$ cat src/skbs_pkg.sv
`timescale 1ns / 1ps
`default_nettype none

package skbs_pkg;

  localparam int KEY_W          = 64;
  localparam int WORD_W         = 32;
  localparam int POS_W          = 8;
  localparam int SLOT_W         = 2;
  localparam int COUNT_W        = 9;
  localparam int REG_INDEX_W    = 2;
  localparam int LOAD_POSITIONS = 256;

  localparam int INDEX_DEPTH_DEF = 256;
  localparam int FILE_SLOTS_DEF  = 3;

  typedef enum logic {
    CMD_LOAD   = 1'b0,
    CMD_LOOKUP = 1'b1
  } command_t;

  typedef enum logic [REG_INDEX_W-1:0] {
    REG_COUNT_SLOT0 = 2'd0,
    REG_COUNT_SLOT1 = 2'd1,
    REG_COUNT_SLOT2 = 2'd2
  } reg_index_t;

  typedef enum logic [1:0] {
    ST_IDLE,
    ST_PROBE,
    ST_COMPARE,
    ST_RESULT
  } state_t;

  typedef struct packed {
    logic [KEY_W-1:0]  key;
    logic [WORD_W-1:0] data_offset;
    logic [WORD_W-1:0] packed_size;
    logic [WORD_W-1:0] unpacked_size;
  } entry_t;

  typedef struct packed {
    logic              found;
    logic [POS_W-1:0]  position;
    logic [WORD_W-1:0] data_offset;
    logic [WORD_W-1:0] packed_size;
    logic [WORD_W-1:0] unpacked_size;
  } result_t;

  // positions per slot that a load can reach
  function automatic int used_depth(input int index_depth);
    used_depth = (index_depth < LOAD_POSITIONS) ? index_depth : LOAD_POSITIONS;
  endfunction

endpackage

`default_nettype wire

$ cat src/skbs_search.sv
`timescale 1ns / 1ps
`default_nettype none

module skbs_search #(
  parameter int INDEX_DEPTH  = skbs_pkg::INDEX_DEPTH_DEF,
  parameter int FILE_SLOTS   = skbs_pkg::FILE_SLOTS_DEF,
  localparam int USED_DEPTH = skbs_pkg::used_depth(INDEX_DEPTH),
  localparam int AW         = $clog2(FILE_SLOTS * USED_DEPTH),
  localparam int PW         = $clog2(USED_DEPTH),
  localparam int BW         = PW + 1
) (
  input  wire                           clk,
  input  wire                           rst,
  input  wire                           start,
  input  wire                           start_slot_ok,
  input  wire [skbs_pkg::SLOT_W-1:0]    start_slot,
  input  wire [BW-1:0]                  start_count,
  input  wire [skbs_pkg::KEY_W-1:0]     start_key,
  output logic                          rd_en,
  output logic [AW-1:0]                 rd_addr,
  input  skbs_pkg::entry_t              rd_entry,
  output logic                          res_valid,
  input  wire                           res_ready,
  output skbs_pkg::result_t             res,
  output logic                          busy
);

  skbs_pkg::state_t               state, state_next;
  logic [BW-1:0]                  low_bound, high_bound;
  logic [PW-1:0]                  mid;
  logic [skbs_pkg::SLOT_W-1:0]    slot;
  logic [skbs_pkg::KEY_W-1:0]     key;

  logic [BW:0]                    mid_sum;
  logic [PW-1:0]                  mid_calc;
  logic                           window_open;
  logic                           key_lt, key_eq;

  // window is [low, high), probe at (low + high - 1) / 2
  assign mid_sum     = {1'b0, low_bound} + {1'b0, high_bound} - (BW+1)'(1);
  assign mid_calc    = mid_sum[PW:1];
  assign window_open = low_bound < high_bound;
  assign key_lt      = key < rd_entry.key;
  assign key_eq      = key == rd_entry.key;

  always_comb begin
    state_next = state;
    unique case (state)
      skbs_pkg::ST_IDLE: begin
        if (start) begin
          state_next = start_slot_ok ? skbs_pkg::ST_PROBE : skbs_pkg::ST_RESULT;
        end
      end
      skbs_pkg::ST_PROBE: begin
        state_next = window_open ? skbs_pkg::ST_COMPARE : skbs_pkg::ST_RESULT;
      end
      skbs_pkg::ST_COMPARE: begin
        state_next = key_eq ? skbs_pkg::ST_RESULT : skbs_pkg::ST_PROBE;
      end
      skbs_pkg::ST_RESULT: begin
        if (res_ready) begin
          state_next = skbs_pkg::ST_IDLE;
        end
      end
      default: state_next = skbs_pkg::ST_IDLE;
    endcase
  end

  always_comb begin
    rd_en     = (state == skbs_pkg::ST_PROBE) && window_open;
    rd_addr   = AW'(slot) * AW'(USED_DEPTH) + AW'(mid_calc);
    res_valid = state == skbs_pkg::ST_RESULT;
    busy      = state != skbs_pkg::ST_IDLE;
  end

  always_ff @(posedge clk) begin
    if (rst) begin
      state      <= skbs_pkg::ST_IDLE;
      low_bound  <= '0;
      high_bound <= '0;
    end else begin
      state <= state_next;
      unique case (state)
        skbs_pkg::ST_IDLE: begin
          if (start && start_slot_ok) begin
            low_bound  <= '0;
            high_bound <= start_count;
          end
        end
        skbs_pkg::ST_COMPARE: begin
          priority if (key_lt) begin
            high_bound <= {1'b0, mid};
          end else if (!key_eq) begin
            low_bound <= {1'b0, mid} + BW'(1);
          end
        end
        default: ;
      endcase
    end
  end

  // payload side: no reset needed
  always_ff @(posedge clk) begin
    unique case (state)
      skbs_pkg::ST_IDLE: begin
        if (start) begin
          slot <= start_slot;
          key  <= start_key;
          res  <= '0;
        end
      end
      skbs_pkg::ST_PROBE: begin
        mid <= mid_calc;
      end
      skbs_pkg::ST_COMPARE: begin
        if (key_eq) begin
          res.found         <= 1'b1;
          res.position      <= skbs_pkg::POS_W'(mid);
          res.data_offset   <= rd_entry.data_offset;
          res.packed_size   <= rd_entry.packed_size;
          res.unpacked_size <= rd_entry.unpacked_size;
        end
      end
      default: ;
    endcase
  end

endmodule

`default_nettype wire

$ cat config.mk
export PLATFORM = sky130hd
export DESIGN_NAME = skbs_search
export DESIGN_NICKNAME = d
export VERILOG_FILES = /design/src/skbs_pkg.sv /design/src/skbs_search.sv
export SDC_FILE = /design/constraint.sdc
export NUM_CORES = 1
export LEC_CHECK = 0
export BUFFER_PORTS_ARGS = -buffer_cell sky130_fd_sc_hd__buf_2
export CAP_MARGIN = 20
export CORE_MARGIN = 2
export CORE_UTILIZATION = 45
export CTS_CLUSTER_SIZE = 28
export DETAILED_ROUTE_END_ITERATION = 12
export GPL_TIMING_DRIVEN = 0
export PLACE_DENSITY = 0.74
export SLEW_MARGIN = 20
export SYNTH_ARGS = -nofsm -noshare
export SYNTH_HDL_FRONTEND = slang
export SYNTH_SLANG_ARGS = --single-unit
$ cat constraint.sdc
create_clock -name clk -period 8.1 [get_ports clk]
set_input_delay 0.405 -clock clk [delete_from_list [all_inputs] [get_ports clk]]
set_output_delay 0.405 -clock clk [all_outputs]
set_load 0.02 [all_outputs]
==> results by group, run 1 <==
Status
  • Status: complete, no violations

Placement
  • Detailed Place HPWL: 19200 um
  • Place WS: 4900 ps
  • RePlAce Congestion: 0.849
  • DP Cell Count: 1364
  • Port bufs: 356

CTS
  • PostCTS Resize Cnt: 0
  • CTS Root Cell: clkbuf_16
  • Clock transition at path regs: 80 ps
  • CTS buffer count: 17
  • # clock sinks: 199
  • Setup bufs post-CTS: 0
  • # hold bufs at CTS: 0
  • H-tree depth reported by CTS: 4
  • Clock Latency Late Sink: 430 ps
  • Clock Tree Buf Depth: 2
  • CTS tree: yes

Power and ir drop
  • Lkg Pwr: 5.65 nW
  • Peak VDD IR: 0.000157 V
  • Pwr dens: 242 nW/um2

Setup path
  • CP peak stage delay: 430 ps
  • Setup crit start kind: flop
  • Worst-path cell chain: inv_1, ha_1, inv_1, ha_1, inv_1, fa_1, inv_1, a21oi_1, o21bai_1, a21o_1, a21oi_1, xnor2_1, buf_2
  • Critical Path End Type: output pin
  • Worst Path Required: 7700 ps
  • WS Path Type: reg -> out
  • Crit-path max FO: 3
  • Critical path arrival: 2820 ps
  • Most frequent cell on the critical path: inv_1
  • Slowest-stage cell, CP: fa_1

Detailed routing
  • DR vias: 6794
  • DRT Pass-1 Iters: 4
  • Avg WL per Cell: 16.9 um
  • Vias per cell: 4.84
  • Total length of routed wires: 23700 um
  • DR DRC count: 0
  • Initial DRC Count: 244
  • Final ANT Viol Nets: 0

Global route
  • Largest net degree at the start of global routing: 27
  • First-pass GRT wire length: 35600 um
  • Vias in the first global route: 6741
  • Total grt overflow: 0
  • Initial antenna violation count: 10
  • All-Layer GR Usage: 0.215

Yosys
  • Post-synth EDFFs: 179
  • Async set-or-reset flop fraction in the synthesized netlist: 0
  • Syn Inst Count: 730
  • Post-synthesis net count: 1058
  • Register area share after synthesis: 0.618
  • Mean post-synth cell area: 12.8 um2
  • Yosys reg bits: 199
  • Synth cell types: 43
  • Synth Warn #: 0
  • Cell Area, Synth: 9350 um2
  • Main synth FF type: edfxtp_1

Timing
  • RSZ-0062 raised after global routing: false
  • Worst Skew: 19.1 ps
  • Final Hold Viols: 0
  • Setup-failing EPs final: 0
  • Slew margin rel.: 0.502
  • Min setup slack post-route: 4870 ps
  • Fin. max-slew vios: 0
  • Min Tclk post-route: 3230 ps
  • Max Clock Freq: 0.310 GHz
  • Worst Tran Pin Value: 745 ps
  • Fin crit share: 0.399

Floorplan
  • DIE HEIGHT: 148 um
  • Core Rows: 52
  • Initial Util: 0.460
  • # IOs: 358
  • Core ar.: 20300 um2
  • Die Wd: 148 um
  • Die Area: 21900 um2

Final layout
  • Commonest non-fill, non-tap cell in the layout: buf_2
  • Share of cells above drive strength 1: 0.361
  • Final net count: 1441
  • Commonest cells after routing, fill and taps aside: buf_2 (356), edfxtp_1 (179), and2_1 (104)
  • Register area: 5780 um2
  • Layout area overhead: 31.5%
  • Multi-input gate area in the final layout: 3150 um2
  • Non-filler cells, final: 1403
  • Fillers: 1700

Min path
  • Worst min path class: in -> reg

Job
  • MaxCap Viol Count: 0
[cell families after synthesis]
| logic type | Yosys count | share of synthesized area |
|---|---|---|
| AOI/OAI and AO/OA | 88 | 0.0584 |
| xor gates and xnor gates | 13 | 0.0122 |
| buffers and inverters | 116 | 0.0474 |
| adders and majority gates | 88 | 0.119 |
| and+or+nand+nor | 217 | 0.136 |
| DFF | 199 | 0.618 |
| muxes | 9 | 0.00964 |
[Yosys cell counts (2+ instances only)]
library cell	n	share of area
nand2_1	23	0.0092
xnor2_1	7	0.0066
a21o_1	13	0.010
o211ai_1	2	0.0016
nand4_1	15	0.010
a211oi_1	3	0.0024
nand2b_1	12	0.0080
mux2i_1	9	0.0096
or2_2	2	0.0013
o21bai_1	4	0.0032
nor3_1	7	0.0037
nor4_1	4	0.0027
ha_1	87	0.12
edfxtp_1	179	0.58
inv_1	99	0.040
xor2_1	6	0.0056
a21oi_1	41	0.022
dfxtp_1	20	0.043
nor4_4	2	0.0046
and2_1	104	0.070
nor2b_1	2	0.0013
nand3_1	19	0.010
clkbuf_1	15	0.0060
o21ai_0	13	0.0070
a221oi_1	3	0.0028
nor2_1	22	0.0088
[layout make-up]
cell class | count | area share
inverters | 100 | 0.0305
repair buffers | 364 | 0.161
plain buffers | 16 | 0.00550
clock inverters | 14 | 0.0126
clock buffers | 18 | 0.0349
well taps | 270 | 0.0275
flip-flops and latches | 199 | 0.470
multi-input cells | 415 | 0.256
diodes | 7 | 0.00143
[worst max-delay path: cells and delay by family (launching register included)]
kind                       cells  cell delay (ps)
adders and majority gates      3              890
AOI/OAI and AO/OA              4              470
buffers and inverters          5              470
DFF                            1              360
xor gates and xnor gates       1              210
[sequential cells by signal (all words and copies together) (netlist names)]
name        cells
high_bound      9
state           2
key            64
low_bound       9
res           105
mid             8
slot            2
[report_power, final]
group / internal, mW / switching, mW
sequential: 1.31 / 0.0501
combinational: 0.309 / 0.481
clock: 0.415 / 0.418
[layer usage]
metal | GRT usage | share of wire
met2 | 0.364 | 0.50
met3 | 0.0491 | 0.059
met4 | 0.0948 | 0.032
met1 | 0.263 | 0.41
met5 | 0 | 0.00089
[metrics by stage]
stage          setup TNS [ps]  cell area [um2]  power [mW]  hold slack [ps]  utilization
2_1_floorplan               0             9350        1.88              463            -
3_3_place_gp          -162910            11500        2.14              475        0.565
3_5_place_dp                0            11700        2.17              490        0.576
4_1_cts                     0            12300        3.01              125        0.605
5_1_grt                     0            12300        3.13              120        0.605
6_report                    0            12300        2.98              146        0.605
[final timing paths]
check	start	endpoint	slack, ps	cells after the start
max	low_bound[1]	rd_addr[6]	4870	13
min reg2reg	low_bound[6]	low_bound[6]	510	2
min	start_key[10]	key[10]	150	1
max reg2reg	key[21]	res[25]	5050	8
Note: power is estimated with default switching activity, not from simulation.
==> run 2: changes to the inputs <==
clock period = 3.2 ns   (was 8.1 ns; I/O delays follow)
==> run 2 against run 1 <==
Effect of this change: via count is 11% higher; cell count grew 9.6%; clock-buffer cell count down 1; total power rose to 2.6 times the previous value; setup slack worse by 4700 ps; core utilization up 7.1 points; critical path type unchanged; register-to-register slack lost 4800 ps; sequential power grew to 2.5 times the previous value; flip-flop and latch count did not move; wire length grew 14%; die area unchanged; first-iteration DRC count is 66% higher.
==> results by group, run 2 (synthesized netlist as in run 1, its figures left out) <==
Placement
  • Detailed Place HPWL: 19300 um (was 19200 um)
  • Port bufs: 356 (unchanged)
  • Placement Cell Area: 11700 um2 (about the same)
  • RePlAce Congestion: 0.872 (was 0.849)

Final layout
  • Max reg flops: 105 (unchanged)
  • Finished Cell Area: 13700 um2 (was 12300 um2)
  • Share of cells above drive strength 1: 0.328 (was 0.361)
  • Biggest regs: res x105, key x64 (unchanged)
  • Largest Register: res (unchanged)
  • Final net count: 1580 (was 1441)
  • Layout area overhead: 46.9% (was 31.5%)
  • Commonest cells after routing, fill and taps aside: buf_2 (356), edfxtp_1 (179), dlygate4sd3_1 (136) (was buf_2 (356), edfxtp_1 (179), and2_1 (104))
  • Commonest non-fill, non-tap cell in the layout: buf_2 (unchanged)

Floorplan
  • Core ar.: 20300 um2 (unchanged)
  • Die Wd: 148 um (unchanged)
  • DIE HEIGHT: 148 um (unchanged)
  • Die Area: 21900 um2 (unchanged)
  • Core Rows: 52 (unchanged)
  • # IOs: 358 (unchanged)
  • Initial Util: 0.460 (unchanged)

Setup path
  • WS Path Type: reg -> out (unchanged)
  • Worst Path Required: 3040 ps (was 7700 ps)
  • Setup crit start kind: flop (unchanged)
  • Reg-to-Reg Start: key[47] (was key[21])
  • Critical Path End Type: output pin (unchanged)
  • Worst R2R Path Depth: 9 (was 8)
  • Crit-path max FO: 2 (was 3)
  • Crit path from: high_bound[1] (was low_bound[1])
  • Critical path arrival: 2900 ps (was 2820 ps)

Power and ir drop
  • Peak VDD IR: 0.000500 V (was 0.000157 V)
  • Total chip power: 7.82 mW (was 2.98 mW)
  • Pwr dens: 569 nW/um2 (was 242 nW/um2)
  • Lkg Pwr: 6.25 nW (was 5.65 nW)

Timing
  • Final Hold Viols: 0 (unchanged)
  • Max Clock Freq: 0.327 GHz
  • Fin. max-slew vios: 0 (unchanged)
  • Slew margin rel.: 0.402 (was 0.502)
  • Setup_tns: 0 ps (unchanged)
  • Worst Skew: 18.6 ps (was 19.1 ps)
  • Min Tclk post-route: 3060 ps
  • RSZ-0062 raised after global routing: false (unchanged)
  • Fin crit share: 0.955
  • Worst Tran Pin Value: 895 ps (was 745 ps)
  • Setup-failing EPs final: 0 (unchanged)
  • Hold slack: 12.6 ps (was 146 ps)

Min path
  • Worst min path class: in -> reg (unchanged)
  • Min-delay src: rd_entry[27] (was start_key[10])
  • Hold path cells: 2 (was 1)

Global route
  • Largest net degree at the start of global routing: 24 (was 27)
  • Total grt overflow: 0 (unchanged)
  • First-pass GRT wire length: 40500 um (was 35600 um)
  • Vias in the first global route: 7795 (was 6741)
  • All-Layer GR Usage: 0.242 (was 0.215)
  • Initial antenna violation count: 2 (was 10)

CTS
  • Clock Tree Buf Depth: 2 (unchanged)
  • Clock Latency Late Sink: 440 ps (was 430 ps)
  • # clock sinks: 199 (unchanged)
  • CTS buffer count: 17 (unchanged)
  • CTS Root Cell: clkbuf_16 (unchanged)
  • Clock transition at path regs: 90 ps (was 80 ps)
  • H-tree depth reported by CTS: 4 (unchanged)
  • CTS tree: yes (unchanged)

Detailed routing
  • DRT Pass-1 Iters: 5 (was 4)
  • DR DRC count: 0 (unchanged)
  • Avg WL per Cell: 17.6 um (was 16.9 um)
  • DR vias: 7553 (was 6794)
  • Total length of routed wires: 27100 um (was 23700 um)
  • Vias per cell: 4.91 (was 4.84)
  • Final ANT Viol Nets: 0 (unchanged)
  • Initial DRC Count: 405 (was 244)

Status
  • Status: complete, no violations (unchanged)

Job
  • MaxCap Viol Count: 0 (unchanged)
## run 2: worst max-delay path, cell delays in order (launching register included)
cell	delay (ps)
dfxtp_1	370
inv_1	70
ha_1	270
inv_1	80
ha_1	170
inv_1	70
fa_1	440
inv_1	80
a21oi_1	70
o21bai_1	200
a21o_1	150
a21oi_1	70
xnor2_1	210
buf_2	210
## run 2: area by class of cell
type,instances,area [um2]
fill,1482,6570
tap,270,338
buffer,16,67.6
inverter,100,375
antenna,2,5.00
clock buffer,17,425
sequential,199,5780
clock inverter,15,185
timing repair buffer,503,3380
multi-input combinational,415,3170
## run 2: per-stage QoR
step / setup WS [ps] / utilization / instances
finish: 145 / 0.676 / 1537
global route: 2.84 / 0.676 / 1536
CTS: 76.2 / 0.674 / 1533
detailed placement: 99.4 / 0.577 / 1365
global placement: -1470 / 0.566 / 1356
floorplan: -263 / - / 730
## run 2: path summary, 6_finish.rpt
kind,slack [ps],endpoint
worst min-delay path,10,res[27]
worst min register to register,500,high_bound[6]
worst max-delay path,140,rd_addr[6]
worst max register to register,230,high_bound[1]
## run 2: layer usage
layer	GRT usage	share of wire
met1	0.289	0.40
met5	0	0
met4	0.123	0.045
met2	0.422	0.51
met3	0.0423	0.050
## run 2: repair_timing
item | 4_1_cts | 5_1_grt
buffers inserted | 0 | 2
gates resized for setup | 0 | 4
endpoints found under the setup margin | 0 | 34
hold buffers | 136 | 0
endpoints found under the hold margin | 136 | 0
## run 2: power by group
group	internal [mW]	total, mW	switching [mW]
logic	0.919	2.21	1.29
clock network	1.06	2.16	1.10
registers	3.31	3.45	0.141
==> run 3: changes to the inputs <==
CORE_MARGIN = not set   (was 2)
==> run 3 against run 2 <==
Effect of this change: combinational power decreased by 2%; critical path type unchanged; first-iteration DRC count shrank 14%; maximum frequency is 0.36% lower; wire length shrank 5.3%; register-to-register slack got worse by 50 ps; sequential share of layout area rose by 0.24 points; clock-buffer cell count unchanged; non-clock buffer count down 4; cell count about the same; largest cell class unchanged; hold slack better by 3.3 ps.
==> results by group, run 3 (synthesized netlist as in run 1, its figures left out) <==
Timing
  • Worst Tran Pin Value: 881 ps (was 895 ps)
  • Fin. max-slew vios: 0 (unchanged)
  • Setup-failing EPs final: 0 (unchanged)
  • Slew margin rel.: 0.411 (was 0.402)
  • Hold slack: 15.9 ps (was 12.6 ps)
  • Final Hold Viols: 0 (unchanged)
  • Min Tclk post-route: 3070 ps (was 3060 ps)
  • Max Clock Freq: 0.326 GHz (was 0.327 GHz)
  • Fin crit share: 0.958 (was 0.955)
  • RSZ-0062 raised after global routing: false (unchanged)
  • Min setup slack post-route: 134 ps (was 145 ps)
  • Worst Skew: 15.4 ps (was 18.6 ps)

Detailed routing
  • DR vias: 7488 (was 7553)
  • DR DRC count: 0 (unchanged)
  • Total length of routed wires: 25700 um (was 27100 um)
  • DRT Pass-1 Iters: 4 (was 5)
  • Vias per cell: 4.87 (was 4.91)
  • Final ANT Viol Nets: 0 (unchanged)
  • Avg WL per Cell: 16.7 um (was 17.6 um)
  • Initial DRC Count: 349 (was 405)

CTS
  • Clock transition at path regs: 90 ps (about the same)
  • H-tree depth reported by CTS: 4 (unchanged)
  • CTS tree: yes (unchanged)
  • CTS buffer count: 17 (unchanged)
  • Clock Tree Buf Depth: 2 (unchanged)
  • # clock sinks: 199 (unchanged)
  • Clock Latency Late Sink: 440 ps (about the same)
  • CTS Root Cell: clkbuf_16 (unchanged)

Setup path
  • Slowest-stage cell, CP: dfxtp_1 (was fa_1)
  • Reg-to-Reg Start: key[23] (was key[47])
  • Crit path from: low_bound[2] (was high_bound[1])
  • Critical path arrival: 2910 ps (was 2900 ps)
  • Crit-path max FO: 3 (was 2)
  • CP peak stage delay: 390 ps (was 440 ps)
  • Critical Path End Type: output pin (unchanged)
  • WS Path Type: reg -> out (unchanged)
  • Worst-path cell chain: inv_1, ha_1, inv_1, ha_1, a21o_1, a21oi_1, o21bai_1, a21oi_1, o21ai_0, xnor2_1, buf_2 (was inv_1, ha_1, inv_1, ha_1, inv_1, fa_1, inv_1, a21oi_1, o21bai_1, a21o_1, a21oi_1, xnor2_1, buf_2)
  • Worst R2R Path Depth: 9 (unchanged)
  • Setup crit start kind: flop (unchanged)
  • Worst Path Required: 3040 ps (about the same)

Final layout
  • Share of cells above drive strength 1: 0.326 (was 0.328)
  • Final net count: 1576 (was 1580)
  • Finished Cell Area: 13700 um2 (about the same)
  • Register area: 5780 um2 (about the same)
  • Layout area overhead: 46.1% (was 46.9%)
  • Multi-input gate area in the final layout: 3160 um2 (was 3170 um2)
  • Max reg flops: 105 (unchanged)
  • Fillers: 1491 (was 1482)
  • Biggest regs: res x105, key x64 (unchanged)
  • Commonest cells after routing, fill and taps aside: buf_2 (355), edfxtp_1 (179), dlygate4sd3_1 (134) (was buf_2 (356), edfxtp_1 (179), dlygate4sd3_1 (136))
  • Largest Register: res (unchanged)
  • Commonest non-fill, non-tap cell in the layout: buf_2 (unchanged)
  • Final core occ: 0.673 (was 0.676)

Power and ir drop
  • Lkg Pwr: 6.22 nW (was 6.25 nW)
  • Pwr dens: 569 nW/um2 (about the same)
  • Peak VDD IR: 0.000454 V (was 0.000500 V)

Floorplan
  • Initial Util: 0.460 (unchanged)
  • Core Rows: 52 (unchanged)
  • Die Area: 21300 um2 (was 21900 um2)
  • DIE HEIGHT: 146 um (was 148 um)
  • Core ar.: 20300 um2 (unchanged)
  • Die Wd: 146 um (was 148 um)
  • # IOs: 358 (unchanged)

Global route
  • All-Layer GR Usage: 0.246 (was 0.242)
  • First-pass GRT wire length: 40100 um (was 40500 um)
  • Vias in the first global route: 7659 (was 7795)
  • Total grt overflow: 0 (unchanged)
  • Largest net degree at the start of global routing: 28 (was 24)
  • Initial antenna violation count: 8 (was 2)

Placement
  • RePlAce Congestion: 0.831 (was 0.872)
  • Place WS: 183 ps (was 99.4 ps)
  • Port bufs: 356 (unchanged)
  • Placement Cell Area: 11700 um2 (about the same)
  • Detailed Place HPWL: 18900 um (was 19300 um)

Min path
  • Worst min path class: in -> reg (unchanged)
  • Min-delay src: rd_entry[57] (was rd_entry[27])
  • Hold path cells: 2 (unchanged)

Job
  • MaxCap Viol Count: 0 (unchanged)

Status
  • Status: complete, no violations (unchanged)
[run 3: worst paths after layout]
check / to / slack (ps)
worst max-delay path: rd_addr[7] / 130
worst min register to register: low_bound[1] / 500
worst min-delay path: res[57] / 20
worst max register to register: res[22] / 180
[run 3: cell type report]
type	instances	share of cell area
buffer	16	0.00495
multi-input combinational	415	0.231
clock inverter	15	0.0131
timing repair buffer	499	0.243
inverter	100	0.0275
sequential	199	0.423
antenna	7	0.00128
tap	270	0.0247
clock buffer	17	0.0312
[run 3: worst max-delay path, delay by kind of cell (launching register included)]
family,cells,cell delay [ps]
adder cells (fa/ha/maj),2,570
buffers and inverters,3,340
flip-flops,1,390
AO/OA/AOI/OAI,5,920
XOR/XNOR,1,260
[run 3: timing repair]
item | CTS | global route
setup endpoints to repair | 0 | 10
resized for setup | 0 | 3
hold buffers | 133 | 1
hold endpoints to repair | 133 | 1
setup buffers | 0 | 1
[run 3: per-layer routing]
metal | global-route usage | up-vias | wire, um
li1 | - | 3609 | -
met1 | 0.289 | 3562 | 10400
met2 | 0.440 | 256 | 13300
met3 | 0.0413 | 59 | 1190
met4 | 0.112 | 2 | 796
met5 | 0 | - | 9
[run 3: report_power, final]
group / switching, mW / internal (mW)
clock network: 1.09 / 1.06
logic: 1.26 / 0.905
registers: 0.137 / 3.31
[run 3: through the flow]
step                      power, mW  setup TNS, ps  instances
after global placement         5.37        -141050       1356
final                          7.77              0       1538
after CTS                      7.78              0       1529
after global routing           8.13              0       1538
after detailed placement       5.49              0       1364
after floorplan                4.72         -27580        730
